## src/rtl/rgb_led_ring_engine_macros.svh

```systemverilog
// assertion macros for the led ring engine
`ifndef RGB_LED_RING_ENGINE_MACROS_SVH
`define RGB_LED_RING_ENGINE_MACROS_SVH

// same-cycle implication, disabled in reset
`define RGBR_ASSERT_NOW(label, clk, rst_n, ante, cons, msg) \
    label: assert property (@(posedge clk) disable iff (!rst_n) (ante) |-> (cons)) \
        else $error(msg);

// next-cycle implication, disabled in reset
`define RGBR_ASSERT_NEXT(label, clk, rst_n, ante, cons, msg) \
    label: assert property (@(posedge clk) disable iff (!rst_n) (ante) |=> (cons)) \
        else $error(msg);

`endif

```

## src/rtl/rgbr_pkg.sv

```systemverilog
// types, codes and helper functions shared by the led ring engine
package rgbr_pkg;

    localparam int RGBR_LED_COUNT = 16;
    localparam int RGBR_IDX_W     = 4;

    typedef enum logic [2:0] {
        OP_CLEAR  = 3'd0,
        OP_FADE   = 3'd1,
        OP_SET    = 3'd2,
        OP_GLOW   = 3'd3,
        OP_ROTATE = 3'd4,
        OP_SHOW   = 3'd5
    } rgbr_op_t;

    typedef enum logic [2:0] {
        CMAP_DIRECT   = 3'd0,
        CMAP_GREY     = 3'd1,
        CMAP_STOP     = 3'd2,
        CMAP_BLUE_RED = 3'd3,
        CMAP_RED      = 3'd4,
        CMAP_GREEN    = 3'd5,
        CMAP_BLUE     = 3'd6
    } rgbr_cmap_t;

    typedef enum logic [1:0] {
        ST_IDLE,
        ST_ANGLE,
        ST_PASS,
        ST_ROT
    } rgbr_state_t;

    typedef struct packed {
        logic [7:0] r;
        logic [7:0] g;
        logic [7:0] b;
    } rgbr_led_t;

    typedef struct packed {
        rgbr_op_t                op;
        logic [RGBR_IDX_W-1:0]   led_index;
        logic                    all_leds;
        rgbr_led_t               col;
        logic [7:0]              step;
    } rgbr_cmd_t;

    typedef struct packed {
        logic clear;
        logic shift_up;
        logic shift_down;
    } rgbr_cell_ctrl_t;

    // one fade step on one channel, clamped at the target
    function automatic logic [7:0] fade_ch(input logic [7:0] cur, input logic [7:0] tgt,
                                           input logic [7:0] stp);
        logic [8:0] t_plus_s;
        logic [8:0] c_plus_s;
        logic [7:0] res;
        t_plus_s = {1'b0, tgt} + {1'b0, stp};
        c_plus_s = {1'b0, cur} + {1'b0, stp};
        if (cur > tgt)
        begin
            res = ({1'b0, cur} <= t_plus_s) ? tgt : 8'(cur - stp);
        end
        else
        begin
            res = (c_plus_s >= {1'b0, tgt}) ? tgt : c_plus_s[7:0];
        end
        return res;
    endfunction

    // colour for the angle commands
    function automatic rgbr_led_t pick_colour(input logic [2:0] cmap, input logic [11:0] v,
                                              input logic [7:0] r, input logic [7:0] g,
                                              input logic [7:0] b);
        rgbr_led_t  col;
        logic [7:0] hi;
        hi = v[11:4];
        case (rgbr_cmap_t'(cmap))
            CMAP_GREY:
            begin
                col = '{r: hi, g: hi, b: hi};
            end
            CMAP_STOP:
            begin
                if (!v[11])
                begin
                    col = '{r: v[10:3], g: 8'hFF, b: 8'h00};
                end
                else
                begin
                    col = '{r: 8'hFF, g: 8'(8'hFF - v[10:3]), b: 8'h00};
                end
            end
            CMAP_BLUE_RED:
            begin
                col = '{r: hi, g: 8'h00, b: 8'(8'hFF - hi)};
            end
            CMAP_RED:
            begin
                col = '{r: hi, g: 8'h00, b: 8'h00};
            end
            CMAP_GREEN:
            begin
                col = '{r: 8'h00, g: hi, b: 8'h00};
            end
            CMAP_BLUE:
            begin
                col = '{r: 8'h00, g: 8'h00, b: hi};
            end
            default:
            begin
                col = '{r: r, g: g, b: b};
            end
        endcase
        return col;
    endfunction

endpackage

```

## src/rtl/rgbr_if.sv

```systemverilog
// command and led word channels
interface rgbr_cmd_if;
    logic               valid;
    logic               ready;
    logic [2:0]         operation;
    logic [3:0]         led_index;
    logic               all_leds;
    logic [7:0]         red;
    logic [7:0]         green;
    logic [7:0]         blue;
    logic [7:0]         step;
    logic signed [15:0] heading;
    logic signed [15:0] rotate_period;
    logic [2:0]         color_map;
    logic [11:0]        color_value;

    modport source (
        output valid, operation, led_index, all_leds, red, green, blue, step,
               heading, rotate_period, color_map, color_value,
        input  ready
    );
    modport sink (
        input  valid, operation, led_index, all_leds, red, green, blue, step,
               heading, rotate_period, color_map, color_value,
        output ready
    );
endinterface

interface rgbr_led_if;
    logic        valid;
    logic        ready;
    logic [3:0]  out_index;
    logic [11:0] out_red;
    logic [11:0] out_green;
    logic [11:0] out_blue;
    logic        last;

    modport source (
        output valid, out_index, out_red, out_green, out_blue, last,
        input  ready
    );
    modport sink (
        input  valid, out_index, out_red, out_green, out_blue, last,
        output ready
    );
endinterface

```

## src/rtl/rgb_led_ring_engine.sv

```systemverilog
// top level of the led ring engine: control, cell chain and output register
`include "rgb_led_ring_engine_macros.svh"

// The ring of 16 RGB leds lives in a chain of cells. Commands are taken one at a
// time on cmd; ready is high only while the engine is idle. clear acts in the
// accept cycle and rotate_tick in the ST_ROT state that follows it. fade_to and
// show: after the accept cycle the whole ring circulates once through the chain
// and the update unit at its wrap point sees each led in turn; show loads led k
// into the led output register at the k-th step of the circulation and holds the
// circulation whenever that register is still full and not taken. set_angle and
// glow_angle pass through the heading mapper (ST_ANGLE) between the accept cycle
// and the circulation. The next command may be accepted while the last led word
// of a show still waits on led.
module rgb_led_ring_engine
    import rgbr_pkg::*;
#(
    parameter int LED_COUNT = RGBR_LED_COUNT
)
(
    input  logic       clk,
    input  logic       rst_n,
    rgbr_cmd_if.sink   cmd,
    rgbr_led_if.source led
);

    localparam int IDX_W = $clog2(LED_COUNT);
    localparam logic [IDX_W-1:0] LAST_POS = IDX_W'(LED_COUNT - 1);

    rgbr_state_t state_reg, state_next;
    logic [IDX_W-1:0] cnt_reg, cnt_next;
    logic [15:0] ticks_reg, ticks_next;
    rgbr_cmd_t cmd_reg;
    logic signed [15:0] period_reg;

    logic      out_valid_reg, out_valid_next;
    rgbr_led_t out_led_reg;
    logic [RGBR_IDX_W-1:0] out_index_reg;
    logic      out_last_reg;

    logic accept;
    logic show_pass;
    logic adv;
    logic pass_done;
    logic hd_start;
    logic hd_done;
    logic [RGBR_IDX_W-1:0] centre;
    logic [15:0] ticks_inc;
    logic [15:0] mag;
    logic rot_hit;
    logic rot_up;

    rgbr_cell_ctrl_t cell_ctrl;
    rgbr_led_t       ring [LED_COUNT];
    rgbr_led_t       head_out;

    assign cmd.ready = (state_reg == ST_IDLE);
    assign accept    = cmd.valid && cmd.ready;
    assign hd_start  = accept && ((rgbr_op_t'(cmd.operation) == OP_SET) ||
                                  (rgbr_op_t'(cmd.operation) == OP_GLOW));

    // circulation steps unless a show word is stuck in the output register
    assign show_pass = (cmd_reg.op == OP_SHOW);
    assign adv       = (state_reg == ST_PASS) && (!show_pass || !out_valid_reg || led.ready);
    assign pass_done = adv && (cnt_reg == LAST_POS);

    // tick counter and rotation decision
    always_comb
    begin
        ticks_inc = (ticks_reg != 16'hFFFF) ? ticks_reg + 16'd1 : ticks_reg;
        mag       = period_reg[15] ? 16'(-period_reg) : 16'(period_reg);
        rot_hit   = (period_reg != 16'sd0) && (ticks_inc >= mag);
        rot_up    = !period_reg[15];
    end

    // command register
    always_ff @(posedge clk)
    begin
        if (accept)
        begin
            cmd_reg.op        <= rgbr_op_t'(cmd.operation);
            cmd_reg.led_index <= cmd.led_index;
            cmd_reg.all_leds  <= cmd.all_leds;
            cmd_reg.step      <= cmd.step;
            if (rgbr_op_t'(cmd.operation) == OP_FADE)
            begin
                cmd_reg.col <= '{r: cmd.red, g: cmd.green, b: cmd.blue};
            end
            else
            begin
                cmd_reg.col <= pick_colour(cmd.color_map, cmd.color_value,
                                           cmd.red, cmd.green, cmd.blue);
            end
            period_reg <= cmd.rotate_period;
        end
    end

    // next state and cell control
    always_comb
    begin
        state_next = state_reg;
        cnt_next   = cnt_reg;
        ticks_next = ticks_reg;
        cell_ctrl  = '0;
        case (state_reg)
            ST_IDLE:
            begin
                cnt_next = '0;
                if (accept)
                begin
                    case (rgbr_op_t'(cmd.operation))
                        OP_CLEAR:  cell_ctrl.clear = 1'b1;
                        OP_FADE:   state_next = ST_PASS;
                        OP_SET:    state_next = ST_ANGLE;
                        OP_GLOW:   state_next = ST_ANGLE;
                        OP_ROTATE: state_next = ST_ROT;
                        OP_SHOW:   state_next = ST_PASS;
                        default:   state_next = ST_IDLE;
                    endcase
                end
            end
            ST_ANGLE:
            begin
                if (hd_done)
                begin
                    state_next = ST_PASS;
                end
            end
            ST_PASS:
            begin
                if (adv)
                begin
                    cell_ctrl.shift_up = 1'b1;
                    cnt_next = pass_done ? '0 : cnt_reg + IDX_W'(1);
                    if (pass_done)
                    begin
                        state_next = ST_IDLE;
                    end
                end
            end
            ST_ROT:
            begin
                ticks_next           = rot_hit ? 16'd0 : ticks_inc;
                cell_ctrl.shift_up   = rot_hit && rot_up;
                cell_ctrl.shift_down = rot_hit && !rot_up;
                state_next           = ST_IDLE;
            end
            default:
            begin
                state_next = ST_IDLE;
            end
        endcase
    end

    always_ff @(posedge clk or negedge rst_n)
    begin
        if (!rst_n)
        begin
            state_reg <= ST_IDLE;
            cnt_reg   <= '0;
            ticks_reg <= '0;
        end
        else
        begin
            state_reg <= state_next;
            cnt_reg   <= cnt_next;
            ticks_reg <= ticks_next;
        end
    end

    // heading mapper
    rgbr_heading u_heading (
        .clk     (clk),
        .rst_n   (rst_n),
        .start   (hd_start),
        .heading (cmd.heading),
        .done    (hd_done),
        .centre  (centre)
    );

    // update unit sees the led at cell 0 and feeds the top of the chain
    rgbr_head #(
        .LED_COUNT (LED_COUNT)
    ) u_head (
        .cmd     (cmd_reg),
        .centre  (centre),
        .pos     (cnt_reg),
        .led_in  (ring[0]),
        .led_out (head_out)
    );

    // chain of cells, closed into a ring
    for (genvar i = 0; i < LED_COUNT; i++)
    begin : g_cell
        rgbr_led_t up_in;
        rgbr_led_t down_in;
        if (i == LED_COUNT - 1)
        begin : g_top
            assign up_in = head_out;
        end
        else
        begin : g_mid_up
            assign up_in = ring[i+1];
        end
        if (i == 0)
        begin : g_bottom
            assign down_in = ring[LED_COUNT-1];
        end
        else
        begin : g_mid_down
            assign down_in = ring[i-1];
        end
        rgbr_cell u_cell (
            .clk       (clk),
            .rst_n     (rst_n),
            .ctrl      (cell_ctrl),
            .from_up   (up_in),
            .from_down (down_in),
            .led       (ring[i])
        );
    end

    // output word register
    always_comb
    begin
        out_valid_next = out_valid_reg;
        if (adv && show_pass)
        begin
            out_valid_next = 1'b1;
        end
        else if (led.ready)
        begin
            out_valid_next = 1'b0;
        end
    end

    always_ff @(posedge clk or negedge rst_n)
    begin
        if (!rst_n)
        begin
            out_valid_reg <= 1'b0;
        end
        else
        begin
            out_valid_reg <= out_valid_next;
        end
    end

    always_ff @(posedge clk)
    begin
        if (adv && show_pass)
        begin
            out_led_reg   <= ring[0];
            out_index_reg <= RGBR_IDX_W'(cnt_reg);
            out_last_reg  <= (cnt_reg == LAST_POS);
        end
    end

    assign led.valid     = out_valid_reg;
    assign led.out_index = out_index_reg;
    assign led.out_red   = {out_led_reg.r, 4'b0000};
    assign led.out_green = {out_led_reg.g, 4'b0000};
    assign led.out_blue  = {out_led_reg.b, 4'b0000};
    assign led.last      = out_last_reg;

    // checks
    `RGBR_ASSERT_NOW(a_last_index, clk, rst_n, led.valid && led.last,
        led.out_index == RGBR_IDX_W'(LED_COUNT - 1), "last word not on the final led")
    `RGBR_ASSERT_NEXT(a_pass_home, clk, rst_n, pass_done,
        (state_reg == ST_IDLE) && (cnt_reg == '0), "circulation did not end at home")
    `RGBR_ASSERT_NEXT(a_ticks_below, clk, rst_n,
        (state_reg == ST_ROT) && (period_reg != 16'sd0),
        ticks_reg < mag, "tick counter left at or above the period")
    `RGBR_ASSERT_NOW(a_words_in_show, clk, rst_n, adv && show_pass,
        !out_valid_reg || led.ready, "show word overwrote a pending word")

endmodule

```

## src/rtl/rgbr_cell.sv

```systemverilog
// one ring cell: holds one led and takes a neighbor's value on a shift
module rgbr_cell
    import rgbr_pkg::*;
(
    input  logic            clk,
    input  logic            rst_n,
    input  rgbr_cell_ctrl_t ctrl,
    input  rgbr_led_t       from_up,
    input  rgbr_led_t       from_down,
    output rgbr_led_t       led
);

    rgbr_led_t led_reg;
    rgbr_led_t led_next;

    // clear wins, then shift up, then shift down
    always_comb
    begin
        led_next = led_reg;
        if (ctrl.clear)
        begin
            led_next = '0;
        end
        else if (ctrl.shift_up)
        begin
            led_next = from_up;
        end
        else if (ctrl.shift_down)
        begin
            led_next = from_down;
        end
    end

    always_ff @(posedge clk or negedge rst_n)
    begin
        if (!rst_n)
        begin
            led_reg <= '0;
        end
        else
        begin
            led_reg <= led_next;
        end
    end

    assign led = led_reg;

endmodule

```

## src/rtl/rgbr_heading.sv

```systemverilog
// heading to led mapping, three registered steps: reduce mod 360 then pick the segment
module rgbr_heading
    import rgbr_pkg::*;
(
    input  logic                  clk,
    input  logic                  rst_n,
    input  logic                  start,
    input  logic signed [15:0]    heading,
    output logic                  done,
    output logic [RGBR_IDX_W-1:0] centre
);

    localparam logic [16:0] OFFSET = 17'd36000;   // 100 turns keeps the value positive
    localparam logic [15:0] RECIP  = 16'd46603;   // floor(2^24 / 360)
    localparam logic [8:0]  TURN   = 9'd360;

    logic        v1_reg, v2_reg, v3_reg;
    logic [16:0] u_reg;
    logic [7:0]  q_reg;
    logic [8:0]  h_reg;
    logic [RGBR_IDX_W-1:0] centre_reg;

    logic signed [17:0] u_wide;
    logic [16:0]        u_next;
    logic [32:0]        prod;
    logic [16:0]        rem;
    logic [16:0]        rem_fix;
    logic [8:0]         a_val;
    logic [13:0]        seg;
    logic [4:0]         pos;

    // step 1: offset and reciprocal multiply
    always_comb
    begin
        u_wide = 18'(heading) + 18'(OFFSET);
        u_next = u_wide[16:0];
        prod   = 33'(u_next) * 33'(RECIP);
    end

    // step 2: remainder with one correction
    always_comb
    begin
        rem     = u_reg - 17'(q_reg) * 17'(TURN);
        rem_fix = (rem >= 17'(TURN)) ? rem - 17'(TURN) : rem;
    end

    // step 3: 16-segment formula, 16 wraps to led 0
    always_comb
    begin
        a_val = TURN - h_reg;
        seg   = 14'(a_val) * 14'd23 + 14'd253;
        pos   = seg[13:9];
    end

    always_ff @(posedge clk or negedge rst_n)
    begin
        if (!rst_n)
        begin
            v1_reg <= 1'b0;
            v2_reg <= 1'b0;
            v3_reg <= 1'b0;
        end
        else
        begin
            v1_reg <= start;
            v2_reg <= v1_reg;
            v3_reg <= v2_reg;
        end
    end

    // centre is held from the last step until the next mapping
    always_ff @(posedge clk)
    begin
        u_reg <= u_next;
        q_reg <= prod[31:24];
        h_reg <= rem_fix[8:0];
        if (v2_reg)
        begin
            centre_reg <= (pos > 5'd15) ? '0 : pos[RGBR_IDX_W-1:0];
        end
    end

    assign done   = v3_reg;
    assign centre = centre_reg;

endmodule

```

## src/rtl/rgbr_head.sv

```systemverilog
// update unit at the ring's wrap point: fade, set or glow the led passing by
module rgbr_head
    import rgbr_pkg::*;
#(
    parameter int LED_COUNT = RGBR_LED_COUNT
)
(
    input  rgbr_cmd_t                     cmd,
    input  logic [RGBR_IDX_W-1:0]         centre,
    input  logic [$clog2(LED_COUNT)-1:0]  pos,
    input  rgbr_led_t                     led_in,
    output rgbr_led_t                     led_out
);

    localparam int IDX_W = $clog2(LED_COUNT);

    logic [IDX_W-1:0] fwd;
    logic [IDX_W-1:0] bwd;
    logic [IDX_W-1:0] gap;
    logic             near;

    // glow level for one channel at distance d, saturating add
    function automatic logic [7:0] glow_ch(input logic [7:0] c, input logic [7:0] cur,
                                           input logic [1:0] d);
        logic [8:0] lvl;
        logic [8:0] sum;
        lvl = {1'b0, c} - {1'b0, d, 6'b0};
        if (lvl[8])
        begin
            lvl = '0;
        end
        sum = lvl + {1'b0, cur};
        return sum[8] ? 8'hFF : sum[7:0];
    endfunction

    // circular distance to the centre led
    always_comb
    begin
        fwd  = pos - IDX_W'(centre);
        bwd  = IDX_W'(centre) - pos;
        gap  = (fwd < bwd) ? fwd : bwd;
        near = (gap <= IDX_W'(3));
    end

    always_comb
    begin
        led_out = led_in;
        case (cmd.op)
            OP_FADE:
            begin
                if (cmd.all_leds || (IDX_W'(cmd.led_index) == pos))
                begin
                    led_out.r = fade_ch(led_in.r, cmd.col.r, cmd.step);
                    led_out.g = fade_ch(led_in.g, cmd.col.g, cmd.step);
                    led_out.b = fade_ch(led_in.b, cmd.col.b, cmd.step);
                end
            end
            OP_SET:
            begin
                if (IDX_W'(centre) == pos)
                begin
                    led_out = cmd.col;
                end
            end
            OP_GLOW:
            begin
                if (near)
                begin
                    led_out.r = glow_ch(cmd.col.r, led_in.r, gap[1:0]);
                    led_out.g = glow_ch(cmd.col.g, led_in.g, gap[1:0]);
                    led_out.b = glow_ch(cmd.col.b, led_in.b, gap[1:0]);
                end
            end
            default:
            begin
                led_out = led_in;
            end
        endcase
    end

endmodule

```

## src/flat_wrapper.sv

```systemverilog
// flat-port wrapper written by rule: the top's interface ports become plain ports
module rgb_led_ring_engine_flat import rgbr_pkg::*;
#(
    parameter int LED_COUNT = RGBR_LED_COUNT
)
  (clk, rst_n, cmd_valid, cmd_operation, cmd_led_index, cmd_all_leds, cmd_red, cmd_green, cmd_blue, cmd_step, cmd_heading, cmd_rotate_period, cmd_color_map, cmd_color_value, cmd_ready, led_valid, led_out_index, led_out_red, led_out_green, led_out_blue, led_last, led_ready);
  rgbr_cmd_if cmd_i ();
  rgbr_led_if led_i ();
  input  logic clk;
  input  logic rst_n;
  input wire logic [$bits(cmd_i.valid)-1:0] cmd_valid;
  input wire logic [$bits(cmd_i.operation)-1:0] cmd_operation;
  input wire logic [$bits(cmd_i.led_index)-1:0] cmd_led_index;
  input wire logic [$bits(cmd_i.all_leds)-1:0] cmd_all_leds;
  input wire logic [$bits(cmd_i.red)-1:0] cmd_red;
  input wire logic [$bits(cmd_i.green)-1:0] cmd_green;
  input wire logic [$bits(cmd_i.blue)-1:0] cmd_blue;
  input wire logic [$bits(cmd_i.step)-1:0] cmd_step;
  input wire logic [$bits(cmd_i.heading)-1:0] cmd_heading;
  input wire logic [$bits(cmd_i.rotate_period)-1:0] cmd_rotate_period;
  input wire logic [$bits(cmd_i.color_map)-1:0] cmd_color_map;
  input wire logic [$bits(cmd_i.color_value)-1:0] cmd_color_value;
  output wire logic [$bits(cmd_i.ready)-1:0] cmd_ready;
  output wire logic [$bits(led_i.valid)-1:0] led_valid;
  output wire logic [$bits(led_i.out_index)-1:0] led_out_index;
  output wire logic [$bits(led_i.out_red)-1:0] led_out_red;
  output wire logic [$bits(led_i.out_green)-1:0] led_out_green;
  output wire logic [$bits(led_i.out_blue)-1:0] led_out_blue;
  output wire logic [$bits(led_i.last)-1:0] led_last;
  input wire logic [$bits(led_i.ready)-1:0] led_ready;
  assign cmd_i.valid = cmd_valid;
  assign cmd_i.operation = cmd_operation;
  assign cmd_i.led_index = cmd_led_index;
  assign cmd_i.all_leds = cmd_all_leds;
  assign cmd_i.red = cmd_red;
  assign cmd_i.green = cmd_green;
  assign cmd_i.blue = cmd_blue;
  assign cmd_i.step = cmd_step;
  assign cmd_i.heading = cmd_heading;
  assign cmd_i.rotate_period = cmd_rotate_period;
  assign cmd_i.color_map = cmd_color_map;
  assign cmd_i.color_value = cmd_color_value;
  assign cmd_ready = cmd_i.ready;
  assign led_valid = led_i.valid;
  assign led_out_index = led_i.out_index;
  assign led_out_red = led_i.out_red;
  assign led_out_green = led_i.out_green;
  assign led_out_blue = led_i.out_blue;
  assign led_last = led_i.last;
  assign led_i.ready = led_ready;
  rgb_led_ring_engine #(.LED_COUNT(LED_COUNT)) u_core (.clk(clk), .rst_n(rst_n), .cmd(cmd_i), .led(led_i));
endmodule
```

## config.mk

```make
export PLATFORM = sky130hd
export DESIGN_NAME = rgb_led_ring_engine_flat
export DESIGN_NICKNAME = d
export VERILOG_FILES = /design/src/rtl/rgbr_pkg.sv /design/src/rtl/rgbr_if.sv /design/src/rtl/rgb_led_ring_engine.sv /design/src/rtl/rgbr_cell.sv /design/src/rtl/rgbr_heading.sv /design/src/rtl/rgbr_head.sv /design/src/flat_wrapper.sv
export VERILOG_INCLUDE_DIRS = /design/src /design/src/rtl
export SDC_FILE = /design/constraint.sdc
export NUM_CORES = 2
export LEC_CHECK = 0
export ABC_AREA = 1
export BUFFER_PORTS_ARGS = -buffer_cell sky130_fd_sc_hd__buf_2
export CAP_MARGIN = 10
export CORE_UTILIZATION = 30
export CTS_CLUSTER_SIZE = 20
export DETAILED_ROUTE_END_ITERATION = 8
export HOLD_SLACK_MARGIN = 0.15
export PLACE_DENSITY = 0.42
export SLEW_MARGIN = 10
export SYNTH_ARGS = -nofsm -noshare
export SYNTH_HDL_FRONTEND = slang
export SYNTH_HIERARCHICAL = 1
export SYNTH_SLANG_ARGS = --single-unit
export TNS_END_PERCENT = 10
```

## constraint.sdc

```tcl
create_clock -name clk -period 18.31 [get_ports clk]
set_input_delay 1.831 -clock clk [delete_from_list [all_inputs] [get_ports clk]]
set_output_delay 1.831 -clock clk [all_outputs]
set_load 0.1 [all_outputs]
```

==> impl_results.md <==
- Kind of end point of the critical path: flop
- Post-route antenna net violation count: 0
- Final number of max-transition violations: 0
- Tightest slew margin relative to the limit: 0.2778
- Part of the Yosys area used for sequential elements: 0.3132
- Die Outline Area: 146400 um^2
- Number of library cell types mapped by synthesis: 56
- Min Hold Slack: around 350 ps
- WHS Path Cells: 0
- Main synth FF type: dfrtp_1
- Largest net degree at the start of global routing: 153
- Via count: between 30000 and 40000
- Hold/Removal Path Class: flop to flop
- Grt met3 use: 0.02176
- Async set-reset flop share out of synthesis: 0.7692
- Share of final-layout standard cells stronger than drive strength 1: 0.06069
- Antenna violations before repair: 6
- Status: finished with violations
- Upper clock frequency limit: 0.1456 GHz
- Area growth from synthesis to final layout: 9.279%
- Ranking of synthesized cells by area: dfrtp_1, nand2_1, ha_1
- Yosys warning total: 6
- Post-Place Setup Slack: 10730 ps
- Time the worst path needs with I/O delays and setup: approximately 6900 ps
- Number of nets in the layout: between 6000 and 7000
- Gr ovfl total: 0
- Initial core utilization: 0.3025
- Placed wire-length estimate after detailed placement: roughly 110000 um
- Crit Path Class: input port to flop
- Number of global-route vias before repair: 38405
- Worst slew pin tran: 1081 ps
- Worst-Skew Late Latency: 670 ps
- Clock Skews: between 20 and 30 ps
- Worst-path fanout max: 6
- Share of the synthesized area in the top cell type: 0.2361
- Average footprint of a synthesized cell: 7.145 um^2
- Die Span Y: about 380 um
- RSZ-0062 raised after global routing: false
- Register clock-pin slew on the reported worst setup and hold paths: roughly 60 ps
- Commonest cells post-synth: nand2_1, nand3_1, inv_1
- Largest area contributor in the synthesized netlist: dfrtp_1
- Min setup slack post-route: 11440 ps
- Number of DRC markers in iteration 0: 2769
- Hold buffers post-CTS: 0
- Number of iterations in the first detailed-routing pass: 8
- First-pass GRT wire length: about 230000 um
- Post-CTS setup-driven buffer insertion count: 0
- Worst r2r path cells: 23
- Via-to-Cell Ratio: 4.813
- # fillers: roughly 16000
- Count of final setup violators: 0
- Largest stage delay on the critical path: slightly above 500 ps
- Horizontal die dimension: 382.6 um
- Arrival time at the worst endpoint: 7450 ps
- Met1 track demand over resource in global routing: 0.2802
- Library cell contributing the largest single delay on the critical path: fa_1
- Aggregate negative setup slack: 0 ps
- Kind of launch point of the worst setup path: input port
- Met2 capacity usage during global routing: 0.3251
- Number of flip-flops in the largest register: 384
- Finished Cell Area: 47490 um^2
- Yosys reg bits: 533
- Inserted Clock Buffers: 72
- PortBufs: 118
- Count leader, synth: nand2_1
- Number of instances in the synthesized netlist: 6083
- Final Routed Wirelength: 146300 um
- I/O pin count: 134
- Max-capacitance violation count: 0
- Share of the cycle needed by the critical path after routing: 0.3752
- Post_cts resized: 0
- Clock tree from TritonCTS: yes
- Required time of the worst setup path: 18890 ps
- Last weighted congestion value of the routability-driven placer: 0.8565
- Layer with the highest usage: met2
- Row cnt: 139
- WL per Instance: about 18 um
- Violations in the final reports: DRC
- Total clock sinks: ~530
- Number of enable-type register cells in the synthesized netlist: 89
- Maximum level of the CTS H-tree: 3
- Number of DRC violations after detailed routing: 11
- Placed Instance Area: approximately 45000 um^2
- Final-report hold violation count: 0
- Library cell used as clock root buffer: clkbuf_16
- Core area: 143700 um^2
- Post-synthesis instance area: 43460 um^2
- Number of buffers between clock root and the deepest sink: 3
- Total routing usage reported by global routing: 0.1995
==> critical path: cells and delay by family <==
family | cells | cell delay, ps
adders and majority gates | 8 | 3040
xor gates and xnor gates | 2 | 640
buffers and inverters | 6 | 670
and+or+nand+nor | 7 | 840
AOI/OAI and AO/OA | 2 | 400
==> worst paths after layout <==
kind | end | slack [ps] | start
worst max-delay path | u_core/u_heading/q_reg[3] | 11440 | cmd_heading[5]
worst min-delay path | u_core/u_heading/h_reg[2] | 350 | u_core/u_heading/u_reg[2]
worst max register to register | u_core/g_cell[4].u_cell/led[21] | 12200 | u_core/ticks_reg[0]
worst min register to register | u_core/u_heading/h_reg[2] | 350 | u_core/u_heading/u_reg[2]
max in group asynchronous | u_core/g_cell[7].u_cell/led[4] | 14950 | rst_n
min in group asynchronous | u_core/g_cell[4].u_cell/led[10] | 1140 | rst_n
==> per-layer routing <==
metal,part of all wire,vias to the layer above
li1,-,19409
met1,0.48,18443
met2,0.46,758
met3,0.041,138
met4,0.019,0
met5,0,-
==> cell families after synthesis <==
family / after synthesis / share of synthesized area
flip-flops: 533 / 0.3132
adder cells (fa/ha/maj): 490 / 0.1608
AO/OA/AOI/OAI: 448 / 0.05862
AND/OR/NAND/NOR: 3618 / 0.3482
buffers and inverters: 864 / 0.09310
other: 1 / 0.00008629
XOR/XNOR: 129 / 0.02600
==> per-stage QoR <==
stage / std cells / utilization
detailed placement: 7919 / 0.3144
global route: 8050 / 0.3306
finish: 8050 / 0.3306
floorplan: 6094 / -
global placement: 7919 / 0.3144
CTS: 8049 / 0.3306
==> layout make-up <==
| type | instances | area [um^2] | share of cell area |
|---|---|---|---|
| repair buffers | 160 | 940.9 | 0.01981 |
| clock inverters | 25 | 226.5 | 0.004768 |
| clock buffers | 105 | 2097 | 0.04415 |
| well taps | 1903 | 2381 | 0.05013 |
| inverters | 626 | 2350 | 0.04948 |
| diodes | 1 | 2.502 | 0.00005269 |
| flip-flops and latches | 533 | 13610 | 0.2866 |
| multi-input cells | 4697 | 25880 | 0.5450 |
==> layout by cell type (no fill, tap or decap), types with 13 or more instances in the layout <==
| master | Yosys | routed |
|---|---|---|
| dfrtp_1 | 410 | 410 |
| fa_1 | 114 | 114 |
| a31oi_1 | 26 | 26 |
| clkbuf_8 | 0 | 15 |
| nor2_8 | 16 | 16 |
| dfxtp_1 | 34 | 34 |
| clkbuf_16 | 0 | 73 |
| edfxtp_1 | 89 | 89 |
| buf_4 | 80 | 40 |
| ha_1 | 376 | 376 |
| a211oi_1 | 26 | 26 |
| o21bai_1 | 13 | 13 |
| o21a_1 | 13 | 13 |
| o21ai_0 | 113 | 113 |
| nand4_1 | 68 | 68 |
| xnor2_1 | 43 | 43 |
| a21oi_1 | 206 | 206 |
| nor3_1 | 22 | 20 |
| inv_2 | 24 | 24 |
| nor2_1 | 232 | 230 |
| nand2_1 | 2603 | 2602 |
| nand3_1 | 605 | 605 |
| buf_2 | 83 | 117 |
| inv_1 | 601 | 600 |
| xor2_1 | 86 | 86 |
| clkbuf_1 | 21 | 17 |
| nor2_4 | 18 | 20 |
Power is left out: the tool's default activity adds up to more than one toggle a clock period on the data nets, which glitch-free logic cannot reach.
